<file path="config.mk">
export PLATFORM = sky130hd
export DESIGN_NAME = theodorus_spiral_vertex_generator_core
export DESIGN_NICKNAME = d
export VERILOG_FILES = /design/src/rtl/tsv_pkg.sv /design/src/rtl/tsv_iter_unit.sv /design/src/rtl/theodorus_spiral_vertex_generator_core.sv
export SDC_FILE = /design/constraint.sdc
export NUM_CORES = 2
export LEC_CHECK = 0
export BUFFER_PORTS_ARGS = -buffer_cell sky130_fd_sc_hd__buf_4
export CORE_UTILIZATION = 45
export DETAILED_ROUTE_END_ITERATION = 12
export HOLD_SLACK_MARGIN = 0.03
export PLACE_DENSITY = 0.63
export SLEW_MARGIN = 20
export SYNTH_ARGS = -nofsm -noshare
export SYNTH_HDL_FRONTEND = slang
export SYNTH_SLANG_ARGS = --single-unit
export TNS_END_PERCENT = 1
</file>
<file path="constraint.sdc">
create_clock -name clk_i -period 17.2 [get_ports clk_i]
set_input_delay 1.72 -clock clk_i [delete_from_list [all_inputs] [get_ports clk_i]]
set_output_delay 1.72 -clock clk_i [all_outputs]
set_load 0.01 [all_outputs]
</file>
<file path="src/rtl/tsv_pkg.sv">
// Shared types for the square-root spiral vertex generator.
// Used by the iterative root/divide unit and the top-level sequencer.
package tsv_pkg;

  typedef enum logic {
    OP_DIV  = 1'b0,
    OP_SQRT = 1'b1
  } unit_op_e;

  typedef struct packed {
    logic     start;
    unit_op_e op;
  } unit_req_t;

  typedef enum logic [1:0] {
    REG_CENTER_X   = 2'd0,
    REG_CENTER_Y   = 2'd1,
    REG_LEG_LENGTH = 2'd2,
    REG_STEP_LIMIT = 2'd3
  } reg_idx_e;

  localparam int unsigned UNIT_STEPS = 32;

endpackage

</file>
<file path="src/rtl/tsv_iter_unit.sv">
// Shift-subtract unit: 64-bit integer square root or 64/32 division, one bit per cycle.
// Depends on tsv_pkg for the request struct and operation codes.
module tsv_iter_unit import tsv_pkg::*; (
  input  logic        clk_i,
  input  logic        rst_ni,
  input  unit_req_t   req_i,
  input  logic [63:0] n_i,
  input  logic [31:0] d_i,
  output logic        done_o,
  output logic [31:0] res_o
);

  logic        busy_q, done_q;
  unit_op_e    op_q;
  logic [4:0]  cnt_q;
  logic [34:0] rem_q;
  logic [63:0] n_q;
  logic [31:0] root_q, d_q;

  logic [34:0] shifted, sub;
  logic [35:0] diff;
  logic        fits;

  always_comb begin
    if (op_q == OP_SQRT) begin
      shifted = {rem_q[32:0], n_q[63:62]};
      sub     = {1'b0, root_q, 2'b01};
    end else begin
      shifted = {rem_q[33:0], n_q[63]};
      sub     = {3'b000, d_q};
    end
    diff = {1'b0, shifted} - {1'b0, sub};
    fits = !diff[35];
  end

  always_ff @(posedge clk_i or negedge rst_ni) begin
    if (!rst_ni) begin
      busy_q <= 1'b0;
      done_q <= 1'b0;
      op_q   <= OP_DIV;
      cnt_q  <= '0;
    end else begin
      done_q <= 1'b0;
      if (req_i.start) begin
        busy_q <= 1'b1;
        op_q   <= req_i.op;
        cnt_q  <= 5'(UNIT_STEPS - 1);
      end else if (busy_q) begin
        cnt_q <= cnt_q - 5'd1;
        if (cnt_q == '0) begin
          busy_q <= 1'b0;
          done_q <= 1'b1;
        end
      end
    end
  end

  always_ff @(posedge clk_i) begin
    if (req_i.start) begin
      root_q <= '0;
      d_q    <= d_i;
      if (req_i.op == OP_SQRT) begin
        rem_q <= '0;
        n_q   <= n_i;
      end else begin
        // high half is already below the divisor, so 32 quotient bits suffice
        rem_q <= {3'b000, n_i[63:32]};
        n_q   <= {n_i[31:0], 32'd0};
      end
    end else if (busy_q) begin
      rem_q  <= fits ? diff[34:0] : shifted;
      root_q <= {root_q[30:0], fits};
      n_q    <= (op_q == OP_SQRT) ? {n_q[61:0], 2'b00} : {n_q[62:0], 1'b0};
    end
  end

  assign done_o = done_q;
  assign res_o  = root_q;

endmodule

</file>
<file path="src/rtl/theodorus_spiral_vertex_generator_core.sv">
// Square-root spiral vertex generator: top-level sequencer, shared multiplier, point state.
// Depends on tsv_pkg and tsv_iter_unit.
//
// A restart beat, or an advance beat once the step limit is reached, returns its result in
// the cycle after it is taken. A moving advance runs these steps one after another: range
// reduction, which halves the center offset until it fits (at most once at 32-bit
// coordinates), three states to form the squared magnitude, the square root, two divisions
// each behind a multiply state and a launch state, and a state to update the point. The
// root and both divisions run on the single shift-subtract unit. An advance from a point
// that sits on the center returns once the square root is done, without moving the point.
// The input is not ready while a step is in work or a result beat waits on the output.
module theodorus_spiral_vertex_generator_core import tsv_pkg::*; #(
  parameter int unsigned COORD_BITS = 32
) (
  input  logic         clk_i,
  input  logic         rst_ni,
  input  logic         s_axis_tvalid_i,
  output logic         s_axis_tready_o,
  input  logic [7:0]   s_axis_tdata_i,   // [0] restart
  output logic         m_axis_tvalid_o,
  input  logic         m_axis_tready_i,
  output logic [127:0] m_axis_tdata_o,   // from_x, from_y, to_x, to_y (32 bits each)
  output logic [0:0]   m_axis_tuser_o,   // [0] finished
  input  logic         cfg_we_i,
  input  logic [1:0]   cfg_idx_i,
  input  logic [31:0]  cfg_data_i
);

  localparam int unsigned CW = COORD_BITS;
  localparam int unsigned DW = ((CW > 32) ? CW : 32) + 1;
  localparam int unsigned SW = DW + 1;
  localparam logic signed [SW-1:0] MAXV = {{(SW-CW+1){1'b0}}, {(CW-1){1'b1}}};
  localparam logic signed [SW-1:0] MINV = ~MAXV;

  typedef enum logic [3:0] {
    ST_IDLE, ST_SHIFT, ST_SQA, ST_SQB, ST_SQC, ST_ROOT, ST_MULY,
    ST_DIVX_GO, ST_DIVX, ST_MULX, ST_DIVY_GO, ST_DIVY, ST_FIN
  } state_e;

  function automatic logic signed [CW-1:0] sat(input logic signed [SW-1:0] v);
    logic signed [SW-1:0] r;
    begin
      if (v > MAXV) r = MAXV;
      else if (v < MINV) r = MINV;
      else r = v;
      return r[CW-1:0];
    end
  endfunction

  function automatic logic signed [SW-1:0] ext_c(input logic signed [CW-1:0] v);
    return {{(SW-CW){v[CW-1]}}, v};
  endfunction

  function automatic logic signed [SW-1:0] ext_32(input logic signed [31:0] v);
    return {{(SW-32){v[31]}}, v};
  endfunction

  localparam logic signed [31:0] RST_CX = 32'sd19660800;
  localparam logic signed [31:0] RST_CY = 32'sd19660800;
  localparam logic [30:0]        RST_LEG = 31'd3932160;
  localparam logic signed [CW-1:0] RST_PX = sat(ext_32(RST_CX));
  localparam logic signed [CW-1:0] RST_PY = sat(ext_32(RST_CY) - {{(SW-31){1'b0}}, RST_LEG});

  logic signed [31:0] center_x_q, center_y_q;
  logic [30:0]        leg_q;
  logic [15:0]        limit_q, count_q;
  logic signed [CW-1:0] px_q, py_q;

  state_e      state_q;
  logic [DW-1:0] ax_q, ay_q;
  logic        dxneg_q, dyneg_q;
  logic [61:0] mul_q, acc_q;
  logic [31:0] mag_q, qx_q;
  logic        m_valid_q, fin_q;
  logic [31:0] ofx_q, ofy_q, otx_q, oty_q;

  unit_req_t   req;
  logic [63:0] unit_n;
  logic        unit_done;
  logic [31:0] unit_res;
  logic [30:0] mul_a, mul_b;

  logic in_acc, restart;
  logic signed [SW-1:0] dx, dy, stepx, stepy;
  logic signed [CW-1:0] nx, ny, first_py;

  assign s_axis_tready_o = (state_q == ST_IDLE) && !m_valid_q;
  assign in_acc  = s_axis_tvalid_i && s_axis_tready_o;
  assign restart = s_axis_tdata_i[0];

  always_comb begin
    dx = ext_c(px_q) - ext_32(center_x_q);
    dy = ext_c(py_q) - ext_32(center_y_q);
    first_py = sat(ext_32(center_y_q) - {{(SW-31){1'b0}}, leg_q});
    stepx = {{(SW-32){1'b0}}, qx_q};
    if (!dyneg_q) stepx = -stepx;
    stepy = {{(SW-32){1'b0}}, unit_res};
    if (dxneg_q) stepy = -stepy;
    nx = sat(ext_c(px_q) + stepx);
    ny = sat(ext_c(py_q) + stepy);
  end

  always_comb begin
    req    = '{start: 1'b0, op: OP_DIV};
    unit_n = {2'b00, mul_q} + {33'd0, mag_q[31:1]};
    mul_a  = ax_q[30:0];
    mul_b  = leg_q;
    unique case (state_q)
      ST_SQA:  mul_b = ax_q[30:0];
      ST_SQB: begin
        mul_a = ay_q[30:0];
        mul_b = ay_q[30:0];
      end
      ST_SQC: begin
        req    = '{start: 1'b1, op: OP_SQRT};
        unit_n = {2'b00, acc_q} + {2'b00, mul_q};
      end
      ST_MULY:    mul_a = ay_q[30:0];
      ST_DIVX_GO: req = '{start: 1'b1, op: OP_DIV};
      ST_DIVY_GO: req = '{start: 1'b1, op: OP_DIV};
      default: ;
    endcase
  end

  tsv_iter_unit u_unit (
    .clk_i  (clk_i),
    .rst_ni (rst_ni),
    .req_i  (req),
    .n_i    (unit_n),
    .d_i    (mag_q),
    .done_o (unit_done),
    .res_o  (unit_res)
  );

  always_ff @(posedge clk_i) begin
    mul_q <= 62'(mul_a) * 62'(mul_b);
    if (state_q == ST_SQB) acc_q <= mul_q;
  end

  always_ff @(posedge clk_i or negedge rst_ni) begin
    if (!rst_ni) begin
      center_x_q <= RST_CX;
      center_y_q <= RST_CY;
      leg_q      <= RST_LEG;
      limit_q    <= 16'd16;
    end else if (cfg_we_i) begin
      unique case (reg_idx_e'(cfg_idx_i))
        REG_CENTER_X:   center_x_q <= cfg_data_i;
        REG_CENTER_Y:   center_y_q <= cfg_data_i;
        REG_LEG_LENGTH: leg_q      <= cfg_data_i[30:0];
        REG_STEP_LIMIT: limit_q    <= cfg_data_i[15:0];
        default: ;
      endcase
    end
  end

  always_ff @(posedge clk_i or negedge rst_ni) begin
    if (!rst_ni) begin
      state_q   <= ST_IDLE;
      m_valid_q <= 1'b0;
      px_q      <= RST_PX;
      py_q      <= RST_PY;
      count_q   <= 16'd1;
    end else begin
      if (m_valid_q && m_axis_tready_i) m_valid_q <= 1'b0;
      unique case (state_q)
        ST_IDLE: begin
          if (in_acc) begin
            if (restart) begin
              px_q      <= sat(ext_32(center_x_q));
              py_q      <= first_py;
              count_q   <= 16'd1;
              ofx_q     <= center_x_q;
              ofy_q     <= center_y_q;
              otx_q     <= 32'(ext_c(sat(ext_32(center_x_q))));
              oty_q     <= 32'(ext_c(first_py));
              fin_q     <= 1'b0;
              m_valid_q <= 1'b1;
            end else if (count_q >= limit_q) begin
              ofx_q     <= 32'(ext_c(px_q));
              ofy_q     <= 32'(ext_c(py_q));
              otx_q     <= 32'(ext_c(px_q));
              oty_q     <= 32'(ext_c(py_q));
              fin_q     <= 1'b1;
              m_valid_q <= 1'b1;
            end else begin
              dxneg_q <= dx[SW-1];
              dyneg_q <= dy[SW-1];
              ax_q    <= dx[SW-1] ? DW'(-dx) : DW'(dx);
              ay_q    <= dy[SW-1] ? DW'(-dy) : DW'(dy);
              state_q <= ST_SHIFT;
            end
          end
        end
        ST_SHIFT: begin
          // halve both until the larger fits in 31 bits
          if ((ax_q[DW-1:31] | ay_q[DW-1:31]) != '0) begin
            ax_q <= ax_q >> 1;
            ay_q <= ay_q >> 1;
          end else begin
            state_q <= ST_SQA;
          end
        end
        ST_SQA: state_q <= ST_SQB;
        ST_SQB: state_q <= ST_SQC;
        ST_SQC: state_q <= ST_ROOT;
        ST_ROOT: begin
          if (unit_done) begin
            mag_q <= unit_res;
            if (unit_res == '0) begin
              // point at center: no move, but the step still counts
              ofx_q     <= 32'(ext_c(px_q));
              ofy_q     <= 32'(ext_c(py_q));
              otx_q     <= 32'(ext_c(px_q));
              oty_q     <= 32'(ext_c(py_q));
              fin_q     <= 1'b0;
              m_valid_q <= 1'b1;
              count_q   <= count_q + 16'd1;
              state_q   <= ST_IDLE;
            end else begin
              state_q <= ST_MULY;
            end
          end
        end
        ST_MULY:    state_q <= ST_DIVX_GO;
        ST_DIVX_GO: state_q <= ST_DIVX;
        ST_DIVX: begin
          if (unit_done) begin
            qx_q    <= unit_res;
            state_q <= ST_MULX;
          end
        end
        ST_MULX:    state_q <= ST_DIVY_GO;
        ST_DIVY_GO: state_q <= ST_DIVY;
        ST_DIVY: begin
          if (unit_done) state_q <= ST_FIN;
        end
        ST_FIN: begin
          ofx_q     <= 32'(ext_c(px_q));
          ofy_q     <= 32'(ext_c(py_q));
          otx_q     <= 32'(ext_c(nx));
          oty_q     <= 32'(ext_c(ny));
          fin_q     <= 1'b0;
          m_valid_q <= 1'b1;
          px_q      <= nx;
          py_q      <= ny;
          count_q   <= count_q + 16'd1;
          state_q   <= ST_IDLE;
        end
        default: state_q <= ST_IDLE;
      endcase
    end
  end

  assign m_axis_tvalid_o = m_valid_q;
  assign m_axis_tdata_o  = {oty_q, otx_q, ofy_q, ofx_q};
  assign m_axis_tuser_o  = fin_q;

`ifndef SYNTHESIS
  a_done_when_waiting: assert property (@(posedge clk_i) disable iff (!rst_ni)
    unit_done |-> (state_q == ST_ROOT || state_q == ST_DIVX || state_q == ST_DIVY))
    else $error("root/divide result arrived outside a wait state");

  a_advance_starts: assert property (@(posedge clk_i) disable iff (!rst_ni)
    (in_acc && !restart && count_q < limit_q) |=> (state_q == ST_SHIFT))
    else $error("moving advance did not start range reduction");

  a_finished_still: assert property (@(posedge clk_i) disable iff (!rst_ni)
    (m_valid_q && fin_q) |-> (ofx_q == otx_q && ofy_q == oty_q))
    else $error("finished beat reports a moved point");

  a_count_nonzero: assert property (@(posedge clk_i) disable iff (!rst_ni)
    count_q != 16'd0)
    else $error("step count wrapped to zero");
`endif

endmodule

</file>
==> impl_metrics.tcl <==
set metrics [dict create \
    run_status "completed" \
    syn_nets 9916 \
    drc 0 \
    maximum_number_of_pins_on_one_net_before_global_route_repair 92 \
    layout_commonest_cell "sky130_fd_sc_hd__nand2_1" \
    timing.fmax_mhz 89.5 \
    post_synthesis_cell_area_mm2 0.0780 \
    clkSlewWorstSetupHoldPaths_ns 0.07 \
    core_region_area_mm2 0.172 \
    cts_hold_buffers 0 \
    cts_max_path_buffers 3 \
    timing.critical_path.arrival_ns 11.76 \
    detailedRoute.firstIterationViolations 6983 \
    gp_routability_congestion 1.01 \
    finalSetupViolations 0 \
    die_x_um 418 \
    ff2ff_setup_slack_ns 6.03 \
    layout_cells_sized_above_1_pct 9.01 \
    tritoncts_num_sinks 751 \
    final_period_minus_worst_setup_slack_ns 11.17 \
    ys_seq_area_share_pct 26.4 \
    tightest_slew_ns 1.28 \
    die_height_um 418 \
    slowest_delay_ns 1.09 \
    placement.cell_area_mm2 0.0820 \
    synth_cell_types 98 \
    slowest_stage "sky130_fd_sc_hd__mux2i_4" \
    grt_antenna_before_repair 19 \
    grt_pass1_wl_um 414000 \
    gr-total-overflow 0 \
    crit_path_start_kind "flip-flop" \
    synth.avg_cell_area_um2 9.18 \
    ys_dominant_reg_cell "sky130_fd_sc_hd__edfxtp_1" \
    place.detailed.hpwl_um 215000 \
    finalClockSkew_ns 0.0600 \
    number_of_global_route_vias_before_repair 64200 \
    clk-insertion-delay-late_ns 0.71 \
    synth-seq-cells 751 \
    cap_violations 0 \
    num_io_pins 178 \
    areaGrowthSynthToFinish_pct 9.06 \
    global_route.usage.total_pct 31.9 \
    timing.critical_path.to_type "flip-flop" \
    asyncSetResetFlopFracSynth_pct 27.2 \
    cts_tree "built" \
    post_cts_resized 0 \
    yosys_warnings 0 \
    number_of_synthesized_flops_with_an_enable_pin 453 \
    finalCritPeriodShare_pct 64.9 \
    worstHoldPathType "flip-flop to flip-flop" \
    detailedRoute.firstPassIterationCount 6 \
    via_count 64500 \
    layout.nets 9889 \
    slew_headroom_pct 13.6 \
    rows 152 \
    path_common_cell "sky130_fd_sc_hd__fa_1" \
    setup_total_negative_slack_ns 0 \
    placement.io_buffers 170 \
    postLayoutCellArea_mm2 0.0850 \
    die_area_mm2 0.175 \
    post-cts-setup-buffers 0 \
    final-hold-violation-count 0 \
    route.final.wire_length_um 280000 \
    route.antenna.remaining_nets 0 \
    routed_via_density 5.95 \
    cts-buffers-inserted 85 \
    filler_cells_inserted 16300 \
    most_frequent_cells_in_the_layout "sky130_fd_sc_hd__nand2_1 (1054), sky130_fd_sc_hd__inv_1 (980), sky130_fd_sc_hd__nor2_1 (908)" \
    htree_num_levels 3 \
    critical_path_peak_fanout 39 \
    wire_per_inst_um 25.8 \
    worstSetupPathType "flip-flop to flip-flop" \
    syn_inst 8490 \
    rsz_0062_raised_after_global_routing "no" \
    cp_data_required_time_ns 17.79 \
    effective_utilization_at_floorplan_pct 45.4 \
    final_max_slew_viol_count 0 \
    clock-root-buffer "sky130_fd_sc_hd__clkbuf_16" \
]
-- synth_stat cells, types with 19 or more instances --
cell | instances | area, µm²
sky130_fd_sc_hd__o21ai_0 | 441 | 2210
sky130_fd_sc_hd__a22oi_1 | 23 | 173
sky130_fd_sc_hd__nand4_1 | 53 | 332
sky130_fd_sc_hd__xor2_1 | 169 | 1480
sky130_fd_sc_hd__dfxtp_1 | 94 | 1880
sky130_fd_sc_hd__a211oi_1 | 26 | 195
sky130_fd_sc_hd__ha_1 | 535 | 6690
sky130_fd_sc_hd__a21oi_1 | 454 | 2270
sky130_fd_sc_hd__o21bai_1 | 45 | 338
sky130_fd_sc_hd__buf_1 | 30 | 113
sky130_fd_sc_hd__or3_1 | 37 | 231
sky130_fd_sc_hd__nor4_1 | 30 | 188
sky130_fd_sc_hd__nand2b_1 | 71 | 444
sky130_fd_sc_hd__fa_1 | 844 | 16900
sky130_fd_sc_hd__o22ai_1 | 22 | 138
sky130_fd_sc_hd__mux2i_1 | 177 | 1770
sky130_fd_sc_hd__inv_1 | 981 | 3680
sky130_fd_sc_hd__dfstp_2 | 22 | 578
sky130_fd_sc_hd__a21o_1 | 171 | 1280
sky130_fd_sc_hd__nand2_1 | 1060 | 3980
sky130_fd_sc_hd__and2_1 | 33 | 206
sky130_fd_sc_hd__mux2_2 | 155 | 1750
sky130_fd_sc_hd__dfrtp_1 | 182 | 4550
sky130_fd_sc_hd__and3_1 | 93 | 582
sky130_fd_sc_hd__o221ai_1 | 30 | 263
sky130_fd_sc_hd__o22a_1 | 19 | 166
sky130_fd_sc_hd__o211ai_1 | 44 | 330
sky130_fd_sc_hd__nor3_1 | 65 | 325
sky130_fd_sc_hd__edfxtp_1 | 453 | 13600
sky130_fd_sc_hd__a31oi_1 | 73 | 457
sky130_fd_sc_hd__nand3_1 | 113 | 566
sky130_fd_sc_hd__or2_2 | 22 | 138
sky130_fd_sc_hd__a221o_1 | 34 | 340
sky130_fd_sc_hd__o31ai_1 | 58 | 435
sky130_fd_sc_hd__xnor2_1 | 243 | 2130
sky130_fd_sc_hd__nor2b_1 | 38 | 238
sky130_fd_sc_hd__o21a_1 | 41 | 308
sky130_fd_sc_hd__nor2_1 | 912 | 3420
sky130_fd_sc_hd__clkbuf_1 | 384 | 1440
-- worst max-delay path: cells and delay by family, from the launching register on --
family          cells  cell delay [ns]
compound gates     10             2.24
fa+ha+maj           9             4.67
buf+inv             3             0.83
flops               1             0.62
mux                 2             1.32
simple gates        4             1.30
-- kinds of logic (layout without fill, tap and decap cells) --
| group | after synthesis | count (layout) | synth area share, % |
|---|---|---|---|
| adder cells (fa/ha/maj) | 1379 | 1379 | 30.3 |
| buffers and inverters | 1414 | 1459 | 6.85 |
| AO/OA/AOI/OAI | 1621 | 1621 | 13.0 |
| multiplexers | 332 | 332 | 4.51 |
| other | 0 | 6 | 0 |
| XOR/XNOR | 412 | 412 | 4.63 |
| AND/OR/NAND/NOR | 2581 | 2581 | 14.3 |
| flip-flops | 751 | 751 | 26.4 |
-- sequential cells by signal (all words and copies together), names as in the netlist, 31 cells and up --
register / count
u_unit.res_o: 32
acc_q: 62
leg_q: 31
ax_q: 33
py_q: 32
ofy_q: 32
center_x_q: 32
u_unit.d_q: 32
center_y_q: 32
u_unit.n_q: 64
oty_q: 32
mul_q: 62
mag_q: 32
ofx_q: 32
px_q: 32
u_unit.rem_q: 34
ay_q: 33
otx_q: 32
qx_q: 32
-- cell type report --
cell class	instances	area (µm²)	area share (%)
diodes	6	15.0	0.0177
clock buffers	119	2430	2.86
clock inverters	40	544	0.640
inverters	983	3690	4.34
multi-input cells	6325	52400	61.7
flip-flops and latches	751	20600	24.3
well taps	2310	2890	3.40
repair buffers	317	2410	2.84
-- path summary, 6_finish.rpt --
kind / start / end / cells past startpoint
min in group asynchronous: rst_ni / limit_q[0] / 1
max in group asynchronous: rst_ni / u_unit.busy_q / 2
max reg2reg: state_q[1] / mul_q[55] / 28
min: mag_q[0] / u_unit.d_q[0] / 0
max: state_q[1] / mul_q[55] / 28
min reg2reg: mag_q[0] / u_unit.d_q[0] / 0
-- routing by layer --
| layer | track usage (%) | routed length (µm) |
|---|---|---|
| met4 | 15.0 | 15500 |
| met1 | 43.3 | 116000 |
| met3 | 7.46 | 28200 |
| met2 | 48.0 | 120000 |
| met5 | 0 | 81 |
-- metrics by stage --
stage | hold slack (ns) | setup slack, ns | cells | util (%)
5_1_grt | 0.441 | 5.53 | 10800 | 49.4
3_3_place_gp | 0.407 | 6.33 | 10700 | 47.7
2_1_floorplan | 0.400 | 4.66 | 8490 | -
4_1_cts | 0.422 | 6.15 | 10800 | 49.4
3_5_place_dp | 0.408 | 6.24 | 10700 | 47.7
6_report | 0.420 | 6.03 | 10900 | 49.5
Power is left out: the tool's default activity adds up to more than one toggle a clock period on the data nets, which glitch-free logic cannot reach.
